==> config.mk <==
export PLATFORM = sky130hd
export DESIGN_NAME = single_wire_led_frame_serializer
export DESIGN_NICKNAME = d
export VERILOG_FILES = /design/src/rtl/core/swlfs_pkg.sv /design/src/rtl/core/single_wire_led_frame_serializer.sv
export SDC_FILE = /design/constraint.sdc
export NUM_CORES = 1
export LEC_CHECK = 0
export ABC_CLOCK_PERIOD_IN_PS = 7600
export BUFFER_PORTS_ARGS = -buffer_cell sky130_fd_sc_hd__buf_4
export CORE_ASPECT_RATIO = 0.7
export CORE_MARGIN = 2
export CORE_UTILIZATION = 60
export DETAILED_ROUTE_END_ITERATION = 6
export GPL_TIMING_DRIVEN = 0
export PLACE_DENSITY = 0.88
export SYNTH_ARGS = -nofsm -noshare
export SYNTH_HDL_FRONTEND = slang
export SYNTH_SLANG_ARGS = --single-unit
==> constraint.sdc <==
create_clock -name aclk -period 7.6 [get_ports aclk]
set_input_delay 0.38 -clock aclk [delete_from_list [all_inputs] [get_ports aclk]]
set_output_delay 0.38 -clock aclk [all_outputs]
set_load 0.005 [all_outputs]
==> src/rtl/core/swlfs_pkg.sv <==
// Package: types, sizes and register reset values of the LED frame serializer.
`default_nettype none

package swlfs_pkg;

    localparam int FRAME_BITS = 48;
    localparam int WORD_BITS  = 12;
    localparam int FULL_BITS  = 4 * WORD_BITS;
    localparam int BITS_W     = $clog2(FRAME_BITS + 1);
    localparam int COUNT_W    = 12;
    localparam int LEVEL_W    = 12;
    localparam int SHORT_W    = 8;
    localparam int LONG_W     = 12;

    localparam int S_TDATA_W  = 40;
    localparam int M_TDATA_W  = 8;
    localparam int M_TUSER_W  = 3;
    localparam int CFG_ADDR_W = 3;
    localparam int CFG_DATA_W = 12;

    // Register indexes
    typedef enum logic [CFG_ADDR_W-1:0] {
        REG_FIRST_HIGH  = 3'd0,
        REG_FIRST_LOW   = 3'd1,
        REG_SECOND_HIGH = 3'd2,
        REG_ONE_TAIL    = 3'd3,
        REG_ZERO_TAIL   = 3'd4,
        REG_END_WAIT    = 3'd5,
        REG_LATCH_WAIT  = 3'd6,
        REG_COMMAND     = 3'd7
    } cfg_reg_t;

    localparam logic [SHORT_W-1:0] RST_FIRST_HIGH  = 8'd2;
    localparam logic [SHORT_W-1:0] RST_FIRST_LOW   = 8'd2;
    localparam logic [SHORT_W-1:0] RST_SECOND_HIGH = 8'd2;
    localparam logic [SHORT_W-1:0] RST_ONE_TAIL    = 8'd1;
    localparam logic [SHORT_W-1:0] RST_ZERO_TAIL   = 8'd3;
    localparam logic [LONG_W-1:0]  RST_END_WAIT    = 12'd28;
    localparam logic [LONG_W-1:0]  RST_LATCH_WAIT  = 12'd140;
    localparam logic [LONG_W-1:0]  RST_COMMAND     = 12'h3AA;

    typedef enum logic [1:0] {
        ST_IDLE  = 2'd0,
        ST_BIT   = 2'd1,
        ST_END   = 2'd2,
        ST_LATCH = 2'd3
    } stage_t;

    typedef enum logic [1:0] {
        PH_HIGH1 = 2'd0,
        PH_LOW1  = 2'd1,
        PH_HIGH2 = 2'd2,
        PH_TAIL  = 2'd3
    } phase_t;

    // Frame = command, red, green, blue; leading FRAME_BITS kept, zero padded.
    function automatic logic [FRAME_BITS-1:0] build_frame(
        input logic [LONG_W-1:0]  command,
        input logic [LEVEL_W-1:0] red,
        input logic [LEVEL_W-1:0] green,
        input logic [LEVEL_W-1:0] blue
    );
        logic [FULL_BITS-1:0]            full;
        logic [FULL_BITS+FRAME_BITS-1:0] ext;
        full = {WORD_BITS'(command), WORD_BITS'(red), WORD_BITS'(green),
                WORD_BITS'(blue)};
        ext  = {full, {FRAME_BITS{1'b0}}};
        return ext[FULL_BITS+FRAME_BITS-1 -: FRAME_BITS];
    endfunction

endpackage

`default_nettype wire

==> src/rtl/core/single_wire_led_frame_serializer.sv <==
// Top level: single-wire pulse-coded RGB grayscale frame serializer.
// The result of an item is registered and is on m_* in the cycle after the item is taken.
// Throughput: one item per cycle unless the output stalls; the tick step is a single registered pass.
// The output register frees s_tready whenever m_tready is high or it is empty.
// Reset (synchronous, aresetn low): idle, line low, registers to defaults.
`default_nettype none

module single_wire_led_frame_serializer
    import swlfs_pkg::*;
(
    input  wire logic                  aclk,
    input  wire logic                  aresetn,

    // item input
    input  wire logic                  s_tvalid,
    output      logic                  s_tready,
    input  wire logic [S_TDATA_W-1:0]  s_tdata,   // red_level, green_level, blue_level, pad
    input  wire logic                  s_tuser,   // op (0 tick, 1 start)

    // result output
    output      logic                  m_tvalid,
    input  wire logic                  m_tready,
    output      logic [M_TDATA_W-1:0]  m_tdata,   // line_level, pad
    output      logic [M_TUSER_W-1:0]  m_tuser,   // busy_res, start_taken, frame_done

    // register writes
    input  wire logic                  cfg_we,
    input  wire logic [CFG_ADDR_W-1:0] cfg_addr,
    input  wire logic [CFG_DATA_W-1:0] cfg_wdata
);

    // ---------------------------------------------------------------
    // Configuration registers
    // ---------------------------------------------------------------
    logic [SHORT_W-1:0] first_high_reg, first_low_reg, second_high_reg;
    logic [SHORT_W-1:0] one_tail_reg, zero_tail_reg;
    logic [LONG_W-1:0]  end_wait_reg, latch_wait_reg, command_reg;

    always_ff @(posedge aclk) begin
        if (!aresetn) begin
            first_high_reg  <= RST_FIRST_HIGH;
            first_low_reg   <= RST_FIRST_LOW;
            second_high_reg <= RST_SECOND_HIGH;
            one_tail_reg    <= RST_ONE_TAIL;
            zero_tail_reg   <= RST_ZERO_TAIL;
            end_wait_reg    <= RST_END_WAIT;
            latch_wait_reg  <= RST_LATCH_WAIT;
            command_reg     <= RST_COMMAND;
        end else if (cfg_we) begin
            unique case (cfg_reg_t'(cfg_addr))
                REG_FIRST_HIGH:  first_high_reg  <= cfg_wdata[SHORT_W-1:0];
                REG_FIRST_LOW:   first_low_reg   <= cfg_wdata[SHORT_W-1:0];
                REG_SECOND_HIGH: second_high_reg <= cfg_wdata[SHORT_W-1:0];
                REG_ONE_TAIL:    one_tail_reg    <= cfg_wdata[SHORT_W-1:0];
                REG_ZERO_TAIL:   zero_tail_reg   <= cfg_wdata[SHORT_W-1:0];
                REG_END_WAIT:    end_wait_reg    <= cfg_wdata[LONG_W-1:0];
                REG_LATCH_WAIT:  latch_wait_reg  <= cfg_wdata[LONG_W-1:0];
                REG_COMMAND:     command_reg     <= cfg_wdata[LONG_W-1:0];
                default: ;
            endcase
        end
    end

    // ---------------------------------------------------------------
    // Item fields and handshake
    // ---------------------------------------------------------------
    logic                op_start;
    logic [LEVEL_W-1:0]  red_level, green_level, blue_level;
    logic                step;

    assign op_start    = s_tuser;
    assign red_level   = s_tdata[LEVEL_W-1:0];
    assign green_level = s_tdata[2*LEVEL_W-1:LEVEL_W];
    assign blue_level  = s_tdata[3*LEVEL_W-1:2*LEVEL_W];

    logic m_valid_reg;
    // Result register takes a new item whenever it is empty or drains now.
    assign s_tready = !m_valid_reg || m_tready;
    assign step     = s_tvalid && s_tready;

    // ---------------------------------------------------------------
    // Waveform state
    // ---------------------------------------------------------------
    stage_t              stage_reg, stage_next;
    phase_t              phase_reg, phase_next;
    logic [FRAME_BITS-1:0] shift_reg, shift_next;
    logic [BITS_W-1:0]   bits_left_reg, bits_left_next;
    logic [COUNT_W-1:0]  count_reg, count_next;
    logic                line_reg, line_next;

    logic                top_bit;
    logic [LONG_W-1:0]   len_sel;
    logic [COUNT_W:0]    count_inc;
    logic                tick_hit;
    logic [BITS_W-1:0]   bits_dec;
    logic                level;
    logic                taken;
    logic                done;

    assign top_bit = shift_reg[FRAME_BITS-1];

    // Length of the current segment; a zero pulse or wait still lasts a tick, a zero tail is skipped.
    always_comb begin
        len_sel = LONG_W'(1);
        unique case (stage_reg)
            ST_BIT: begin
                unique case (phase_reg)
                    PH_HIGH1: len_sel = (first_high_reg == '0) ? LONG_W'(1)
                                                               : LONG_W'(first_high_reg);
                    PH_LOW1:  len_sel = (first_low_reg == '0) ? LONG_W'(1)
                                                              : LONG_W'(first_low_reg);
                    PH_HIGH2: len_sel = (second_high_reg == '0) ? LONG_W'(1)
                                                                : LONG_W'(second_high_reg);
                    PH_TAIL:  len_sel = top_bit ? LONG_W'(one_tail_reg)
                                                : LONG_W'(zero_tail_reg);
                    default:  len_sel = LONG_W'(1);
                endcase
            end
            ST_END:   len_sel = (end_wait_reg == '0) ? LONG_W'(1) : end_wait_reg;
            ST_LATCH: len_sel = (latch_wait_reg == '0) ? LONG_W'(1) : latch_wait_reg;
            default:  len_sel = LONG_W'(1);
        endcase
    end

    assign count_inc = {1'b0, count_reg} + (COUNT_W+1)'(1);
    assign tick_hit  = count_inc >= {1'b0, len_sel};
    assign bits_dec  = (bits_left_reg == '0) ? '0 : bits_left_reg - BITS_W'(1);

    // Next state
    always_comb begin
        stage_next     = stage_reg;
        phase_next     = phase_reg;
        shift_next     = shift_reg;
        bits_left_next = bits_left_reg;
        count_next     = count_reg;
        line_next      = line_reg;

        if (step) begin
            line_next = level;
            if (op_start) begin
                if (stage_reg == ST_IDLE) begin
                    shift_next     = build_frame(command_reg, red_level,
                                                 green_level, blue_level);
                    bits_left_next = BITS_W'(FRAME_BITS);
                    phase_next     = PH_HIGH1;
                    count_next     = '0;
                    stage_next     = ST_BIT;
                end
            end else begin
                count_next = tick_hit ? '0 : count_inc[COUNT_W-1:0];
                unique case (stage_reg)
                    ST_BIT: begin
                        if (tick_hit) begin
                            logic advance;
                            advance = 1'b0;
                            unique case (phase_reg)
                                PH_HIGH1: phase_next = PH_LOW1;
                                PH_LOW1: begin
                                    if (top_bit)                  phase_next = PH_HIGH2;
                                    else if (zero_tail_reg != '0) phase_next = PH_TAIL;
                                    else                          advance    = 1'b1;
                                end
                                PH_HIGH2: begin
                                    if (one_tail_reg != '0) phase_next = PH_TAIL;
                                    else                    advance    = 1'b1;
                                end
                                PH_TAIL:  advance = 1'b1;
                                default:  advance = 1'b1;
                            endcase
                            // next bit: shift out, count down the frame
                            if (advance) begin
                                shift_next     = {shift_reg[FRAME_BITS-2:0], 1'b0};
                                phase_next     = PH_HIGH1;
                                bits_left_next = bits_dec;
                                if (bits_dec == '0) stage_next = ST_END;
                            end
                        end
                    end
                    ST_END:   if (tick_hit) stage_next = ST_LATCH;
                    ST_LATCH: if (tick_hit) stage_next = ST_IDLE;
                    default: begin
                        stage_next = ST_IDLE;
                        count_next = count_reg;
                    end
                endcase
            end
        end
    end

    // Outputs of this step
    always_comb begin
        level = 1'b0;
        taken = 1'b0;
        done  = 1'b0;
        if (op_start) begin
            level = line_reg;              // a start spends no tick
            taken = (stage_reg == ST_IDLE);
        end else begin
            unique case (stage_reg)
                ST_BIT:   level = (phase_reg == PH_HIGH1) || (phase_reg == PH_HIGH2);
                ST_LATCH: done  = tick_hit;
                default:  level = 1'b0;
            endcase
        end
    end

    always_ff @(posedge aclk) begin
        if (!aresetn) begin
            stage_reg     <= ST_IDLE;
            phase_reg     <= PH_HIGH1;
            shift_reg     <= '0;
            bits_left_reg <= '0;
            count_reg     <= '0;
            line_reg      <= 1'b0;
        end else begin
            stage_reg     <= stage_next;
            phase_reg     <= phase_next;
            shift_reg     <= shift_next;
            bits_left_reg <= bits_left_next;
            count_reg     <= count_next;
            line_reg      <= line_next;
        end
    end

    // ---------------------------------------------------------------
    // Result register
    // ---------------------------------------------------------------
    logic                 m_line_reg;
    logic [M_TUSER_W-1:0] m_user_reg;

    always_ff @(posedge aclk) begin
        if (!aresetn) begin
            m_valid_reg <= 1'b0;
        end else if (s_tready) begin
            m_valid_reg <= s_tvalid;
        end
    end

    always_ff @(posedge aclk) begin
        if (step) begin
            m_line_reg <= level;
            m_user_reg <= {done, taken, stage_next != ST_IDLE};
        end
    end

    assign m_tvalid = m_valid_reg;
    assign m_tdata  = {{(M_TDATA_W-1){1'b0}}, m_line_reg};
    assign m_tuser  = m_user_reg;

endmodule

`default_nettype wire

# After elaboration in Yosys (flattened, before gate mapping)
# Cells that the tools add are included.
# W data, S select, Z words.
[word_totals]
in_bits = 61
wordCells = 125
regBits = 152
output_inout_bits = 13
[classes]
n_reduce_logical = 35
add_sub_neg = 2
n_eq_ne = 16
n_mux = 51
n_lt_le_gt_ge = 1
bitwise_logic = 1
[ops]
columns = ["cell", "count"]
rows = [
  ["$mux W48", 5],
  ["$mux W12", 6],
  ["$pmux W12 S4", 1],
  ["$mux W6", 6],
  ["$pmux W12 S3", 1],
  ["$mux W2", 16],
  ["$mux W8", 4],
  ["$logic_not A12 Y1", 2],
  ["$logic_not A8 Y1", 3],
  ["$reduce_and A2 Y1", 8],
  ["$reduce_bool A8 Y1", 2],
  ["$add A12 B1 Y13 const B", 1],
  ["$ge A13 B12 Y1", 1],
  ["$eq A3 B3 Y1 const B", 4],
  ["$logic_not A6 Y1", 2],
  ["$pmux W2 S3", 2],
  ["$reduce_bool A2 Y1", 5],
  ["$mux W1", 9],
  ["$eq A2 B2 Y1 const B", 4],
  ["$reduce_and A7 Y1", 1],
  ["$eq A3 B2 Y1 const B", 2],
  ["$sub A6 B1 Y6 const B", 1],
  ["$ne A5 B5 Y1 const B", 1],
  ["$reduce_and A5 Y1", 1],
  ["15 further kinds", 18],
]

# Depth between registers and ports, before layout
# Gate-level depths: netlist of the first run.
[depth]
word_depth = 15
mapped_depth = 18
mapped_depth_nobuf = 14

# Worst setup path after synthesis of the first run
# No wires, ideal clock.
[synth_timing]
kind = "flip-flop to flip-flop"
from = "register shift_reg[47]"
to = "register shift_reg[29]"
path_buffers = 4
t_required_ns = 7.541
path_stages_with_launch = 18
period_less_slack_ns = 3.334
arrival_ns = 3.275
setup_ns = 0.059
setup_slack_ns = 4.266
cell_sequence = "dfxtp_1 > clkbuf_1 > mux2_2 > a222oi_1 > nor2_1 > a21oi_1 > o21ai_0 > a22oi_1 > ha_1 > a21oi_1 > o21ai_0 > a221o_1 > a21o_1 > buf_6 > a211oi_4 > buf_6 > buf_6 > a22o_1"
[synth_between]
elab_chain_cells = 8
word_cells_on_any_way = 13
classes_between = "order compare: 1; mux: 9; reduce/logical: 3"
[synth_rtl]
columns = ["element", "line", "source"]
rows = [
  ["start: declaration", "single_wire_led_frame_serializer.sv:86", "logic [FRAME_BITS-1:0] shift_reg, shift_next;"],
  ["start signal: assignment", "single_wire_led_frame_serializer.sv:218", "shift_reg <= shift_next;"],
  ["branches (longest 7 deep; another with $ge A13 B12 Y1)", "--", ""],
  ["$reduce_and A5 Y1 (no source line) *", "--", ""],
]
# Every way passes the cells marked *. The select of a mux whose other input is x is not followed.
# A chain may end at the register's enable or synchronous reset.

# Final worst setup path of the first run
[layout_timing]
from = "register shift_reg[47]"
to = "register m_user_reg[0], in the netlist m_tuser[0] (data pin)"
[layout_between]
elab_chain_cells = 12
word_cells_on_any_way = 18
classes_between = "order compare: 1; mux: 16; reduce/logical: 1"
[layout_rtl]
columns = ["element", "line", "source"]
rows = [
  ["branches (longest 8 deep; another with $ge A13 B12 Y1)", "--", ""],
  ["$pmux W2 S3 *", "single_wire_led_frame_serializer.sv:151", "unique case (stage_reg)"],
  ["$mux W2 *", "single_wire_led_frame_serializer.sv:140", "if (op_start) begin"],
  ["$mux W2 *", "single_wire_led_frame_serializer.sv:138", "if (step) begin"],
  ["$reduce_bool A2 Y1 *", "single_wire_led_frame_serializer.sv:242", "m_user_reg <= {done, taken, stage_next != ST_IDLE};"],
  ["end signal: assignment", "single_wire_led_frame_serializer.sv:242", ""],
  ["end: declaration", "single_wire_led_frame_serializer.sv:229", "logic [M_TUSER_W-1:0] m_user_reg;"],
]
# Marks and branches as above.

==> results of run 1 <==
placed cells by master (no fill, tap or decap), types with 6 or more instances in the layout:
master / Yosys / routed
nor2_1: 35 / 35
nand3_1: 36 / 36
nor4_1: 16 / 16
buf_4: 8 / 59
a222oi_1: 7 / 7
clkbuf_1: 56 / 57
nand2_1: 237 / 237
dfxtp_1: 148 / 148
nand2b_1: 6 / 6
nand4_1: 25 / 25
mux2_2: 13 / 13
o41ai_1: 29 / 29
ha_1: 18 / 18
a32oi_1: 8 / 8
conb_1: 1 / 7
buf_2: 12 / 12
o21ai_0: 35 / 35
clkbuf_2: 6 / 6
nor3_1: 9 / 9
a22o_1: 46 / 46
xor2_1: 6 / 6
xnor2_1: 6 / 6
inv_1: 39 / 39
a21oi_1: 77 / 77
clkbuf_16: 0 / 17
and3_1: 9 / 9
inv_6: 0 / 6
a22oi_1: 8 / 8
power groups by stage:
stage	logic, uW	clock network (uW)	registers (uW)
2_1_floorplan	123	0	852
3_3_place_gp	187	0	855
3_5_place_dp	191	0	856
4_1_cts	194	843	839
5_1_grt	217	883	841
6_report	200	847	840
area by class of cell:
class,count,area [um^2]
timing repair buffer,51,383
tap,162,203
buffer,89,424
multi-input combinational,692,3990
fill,1002,3610
clock buffer,19,443
inverter,41,154
clock inverter,13,133
sequential,152,3080
critical path, cell delays in order (launching register included):
cell	delay, ns
dfxtp_1	0.31
clkbuf_1	0.45
mux2_2	0.41
a222oi_1	0.38
nor2_1	0.11
a21oi_1	0.15
o21ai_0	0.12
a22oi_1	0.26
ha_1	0.29
a21oi_1	0.13
o21ai_0	0.09
a221o_1	0.36
a21oi_2	0.46
clkbuf_1	0.44
nor2_1	0.20
a22oi_1	0.29
worst max path at each step:
stage / from / end / slack, ns / cells after the start
6_report: shift_reg[47]$_SDFFE_PN0P_ / m_tuser[0]$_DFFE_PP_ / 2.97 / 15
5_1_grt: shift_reg[47]$_SDFFE_PN0P_ / m_tuser[0]$_DFFE_PP_ / 2.75 / 15
4_1_cts: shift_reg[47]$_SDFFE_PN0P_ / m_tuser[0]$_DFFE_PP_ / 3.19 / 15
3_5_place_dp: shift_reg[47]$_SDFFE_PN0P_ / m_tuser[0]$_DFFE_PP_ / 3.27 / 15
3_3_place_gp: shift_reg[47]$_SDFFE_PN0P_ / m_tuser[0]$_DFFE_PP_ / 3.39 / 15
2_1_floorplan: shift_reg[47]$_SDFFE_PN0P_ / shift_reg[29]$_SDFFE_PN0P_ / 4.27 / 17
through the flow:
| stage | std cells | hold slack, ns | power [uW] |
|---|---|---|---|
| 2_1_floorplan | 974 | 0.433 | 974 |
| 3_3_place_gp | 1187 | 0.442 | 1040 |
| 3_5_place_dp | 1187 | 0.448 | 1050 |
| 4_1_cts | 1219 | 0.204 | 1880 |
| 5_1_grt | 1219 | 0.232 | 1940 |
| 6_report | 1219 | 0.217 | 1890 |
kinds of logic (layout without fill, tap and decap cells):
family,Yosys count,after routing,share of synthesized area [%]
AOI/OAI and AO/OA,242,242,22.1
xor gates and xnor gates,12,12,1.38
adders and majority gates,18,18,2.95
buffers and inverters,130,213,7.58
DFF,152,152,40.4
muxes,14,14,2.05
other,1,7,0.0492
and+or+nand+nor,399,399,23.4
metal layers:
metal,wire [um],global-route usage (%)
met1,9850,49.5
met2,9860,50.0
met3,2690,7.16
met4,461,10.0
met5,0,0
==> flow_summary.toml, run 1 <==
[outcome]
status = "finished, violations left"
violations = "DRC"

[worst_setup_path]
crit_path_start_kind = "flop"
worstSetupPathType = "reg -> reg"
worstPathRequired_ns = 7.84
reg2reg_to = "m_tuser[0]$_DFFE_PP_"
setup.worst_path.end_class = "flop"
r2r-start = "shift_reg[47]$_SDFFE_PN0P_"
critPathMaxFanout = 10
cp.arrival_ns = 4.88
reg2regPathDepth = 15
rrSetupSlack_ns = 2.97

[power_and_ir_drop]
pwr-share-clk_pct = 44.9
sw_frac_of_total_pct = 27.7
pwr-share-seq_pct = 44.5
pwr-share-comb_pct = 10.6
ir_drop_mv = 0.160
leakage_uw = 0.00333
p_per_area_mw_per_mm2 = 214
switching_power_uw = 523
p_int_uw = 1360

[cts]
cts_hold_buf = 0
cts_max_path_buffers = 2
root_buffer = "clkbuf_16"
numCtsBuffers = 17
clock_sinks = 152
cts_resized = 0
clock_latency_ns = 0.43
cts_max_level = 4
clkSlewWorstSetupHoldPaths_ns = 0.07
postCtsSetupRepairBufs = 0
cts_tree = "done"

[timing]
period_needed_ns = 4.63
finalCritPeriodShare_pct = 61.0
relSlewSlack_pct = 28.4
setup_viol = 0
tns_ns = 0
finalMaxSlewViolations = 0
setup_ws_ns = 2.97
worstMarginPinSlew_ns = 1.07
hold_viol_final = 0
clock_skew_ns = 0.00871
rsz0062_at_grt = "false"
max_freq_mhz = 216

[placement]
port_buffers = 51
dp_hpwl_um = 15900
pre_cts_slack_ns = 3.27
postPlaceCellArea_mm2 = 0.00824
gp_congestion = 0.982

[global_route]
grt_usage_pct = 33.7
grt_pass1_vias = 7033
grt_antenna_before_repair = 0
grt_pass1_wl_um = 36900
grt_max_degree = 17
gr-total-overflow = 0

[logic_synthesis]
syn_inst = 968
syn_area_mm2 = 0.00763
ys_seq_area_share_pct = 40.4
synth_top_area_share_pct = 38.8
async_flop_share_pct = 0
synth_edf_count = 4
ys_top_cells_by_count = "nand2_1 (237), dfxtp_1 (148), a21oi_1 (77)"
synth.avg_cell_area_um2 = 7.88
synth_warnings = 0
synthFlopType = "dfxtp_1"
yosys_register_bits = 152
synth_most_common_cell = "nand2_1"
synth_cell_types = 61
synth_top_cells_by_area = "dfxtp_1 (39%), nand2_1 (12%), a22o_1 (5.3%)"
yosysTopAreaCell = "dfxtp_1"

[finish]
num-nets-final = 1123
antennaDiodeCount = 0
largest_reg_flops = 48
layout-drive-gt1-share_pct = 12.5
area_delta_synth_final_pct = 15.5
final_cell_area_mm2 = 0.00881
postLayoutCoreUtil_pct = 70.9

[detailed_routing]
ant_nets = 0
first_pass_iters = 7
vias = 7710
drt-wirelength-per-cell_um = 18.8
drc = 7
wl_um = 22900
viasPerCell = 6.32
first_iter_violations = 1116

[min_path]
hold_path_startpoint = "s_tvalid"
hold_path_class = "in -> reg"
min_path_cells = 3
hold_end = "m_tvalid$_SDFFE_PN0N_"

[flow_run]
maxCapViolations = 0

[floorplanning]
fp.dieArea_mm2 = 0.0136
die_h_um = 98.3
die_w_um = 139
std_cell_rows = 34
io_pins = 74
core_mm2 = 0.0124
start_util_pct = 61.4
Note: power is estimated with default switching activity, not from simulation.
==> run 2: changes to the inputs <==
ABC_CLOCK_PERIOD_IN_PS = 4500   (was 7600)
CORE_UTILIZATION = 59   (was 60)
PLACE_DENSITY = 0.87   (was 0.88)
clock period = 4.5 ns   (was 7.6 ns; I/O delays follow)
==> flow_summary.toml, run 2 (synthesis results as in run 1) <==
[global_route]
grt_antenna_before_repair = 0
grt_pass1_wl_um = 36000
grt_usage_pct = 32.5
gr-total-overflow = 0
grt_pass1_vias = 7114
grt_max_degree = 17

[timing]
worstMarginPinSlew_ns = 1.14
period_needed_ns = 4.35
finalMaxSlewViolations = 0
setup_viol = 0
clock_skew_ns = 0.0147
finalCritPeriodShare_pct = 96.7
relSlewSlack_pct = 23.5
max_freq_mhz = 230
hold_viol_final = 0
tns_ns = 0
rsz0062_at_grt = "false"

[min_path]
hold_path_startpoint = "s_tvalid"
hold_path_class = "in -> reg"

[worst_setup_path]
setup.worst_path.start = "phase_reg[0]$_SDFFE_PN0P_"
r2r-start = "phase_reg[0]$_SDFFE_PN0P_"
worstPathRequired_ns = 4.82
crit_path_start_kind = "flop"
cp.arrival_ns = 4.67
setup.worst_path.end_class = "flop"
worstSetupPathType = "reg -> reg"
critPathMaxFanout = 10

[finish]
area_delta_synth_final_pct = 15.6
multiInputGateArea_mm2 = 0.00401
register_area_mm2 = 0.00308
final.fill_count = 979
num-nets-final = 1121
final_cell_mix = "nand2_1 (237), dfxtp_1 (148), a21oi_1 (77)"
finalNonFillerCells = 1216
layout-drive-gt1-share_pct = 12.6
antennaDiodeCount = 0
final_common_cell = "nand2_1"
final_cell_area_mm2 = 0.00882
largest_reg_flops = 48

[cts]
cts_hold_buf = 0
cts_tree = "done"
cts_max_path_buffers = 2
cts_max_level = 4
numCtsBuffers = 17
clock_sinks = 152
clock_latency_ns = 0.44
root_buffer = "clkbuf_16"
clkSlewWorstSetupHoldPaths_ns = 0.07

[flow_run]
maxCapViolations = 0

[floorplanning]
die_w_um = 140
fp.dieArea_mm2 = 0.0139
std_cell_rows = 34
core_mm2 = 0.0125
io_pins = 74
start_util_pct = 61.0
die_h_um = 99.1

[detailed_routing]
vias = 7711
first_pass_iters = 6
first_iter_violations = 867
ant_nets = 0
drc = 0
viasPerCell = 6.34
drt-wirelength-per-cell_um = 18.4
wl_um = 22400

[power_and_ir_drop]
ir_drop_mv = 0.295
leakage_uw = 0.00333
power_uw = 3140
p_per_area_mw_per_mm2 = 356

[placement]
place_inst = 1187
dp_hpwl_um = 15500
postPlaceCellArea_mm2 = 0.00824
gp_congestion = 0.991
port_buffers = 51

[outcome]
status = "completed"
-- run 2: cell count changes in the layout (fill, tap and decap cells not counted), sizes merged --
cell | previous run | this run
inv | 48 | 43
clkinv | 4 | 7
buf | 78 | 76
clkinvlp | 1 | 2
-- run 2: final cells by class --
type | count | area share, %
multi-input combinational | 692 | 45.5
sequential | 152 | 35.0
clock buffer | 19 | 5.02
buffer | 87 | 4.77
timing repair buffer | 51 | 4.34
tap | 162 | 2.30
inverter | 41 | 1.75
clock inverter | 12 | 1.36
-- run 2: report_power, final --
part	switching (uW)	internal [uW]
Clock	605	781
Sequential	26.4	1390
Combinational	217	119
Total	848	2290
-- run 2: metal layers --
metal	vias up	global-route usage (%)	share of wire [%]
li1	3591	-	-
met3	58	10.1	11
met5	-	0	0
met4	0	10.1	2.3
met1	3628	46.1	43
met2	434	47.5	43
-- run 2: metrics by stage --
stage	hold WS, ns	setup slack, ns	util (%)
detailed placement	0.456	0.139	65.9
finish	0.0482	0.150	70.5
CTS	0.0474	0.0690	70.4
global route	0.0660	0.0135	70.5
global placement	0.443	0.286	65.9
floorplan	0.349	1.17	-
-- run 2: worst paths after layout --
check	endpoint	slack (ns)	cells after the start
max	shift_reg[15]$_SDFFE_PN0P_	0.15	16
min	m_tvalid$_SDFFE_PN0N_	0.05	3
max reg2reg	shift_reg[15]$_SDFFE_PN0P_	0.15	16
min reg2reg	command_reg[4]$_SDFFE_PN0P_	0.46	2
-- run 2: critical path, stage by stage (launching register included) --
cell and delay (ns):
dfxtp_1 0.40, inv_1 0.11, ha_1 0.24, clkbuf_1 0.24, a222oi_1 0.58, nor2_1 0.07, a21oi_1 0.19, o21ai_0 0.11
a22oi_1 0.26, ha_1 0.29, nand2_1 0.12, o21ai_0 0.12, a221o_1 0.40, a21oi_4 0.28, clkbuf_1 0.41, o21ai_0 0.19
a22o_1 0.21
-- run 2: timing repair --
action,CTS,global route
gates resized for setup,0,8
setup buffers,0,0
setup endpoints to repair,0,69
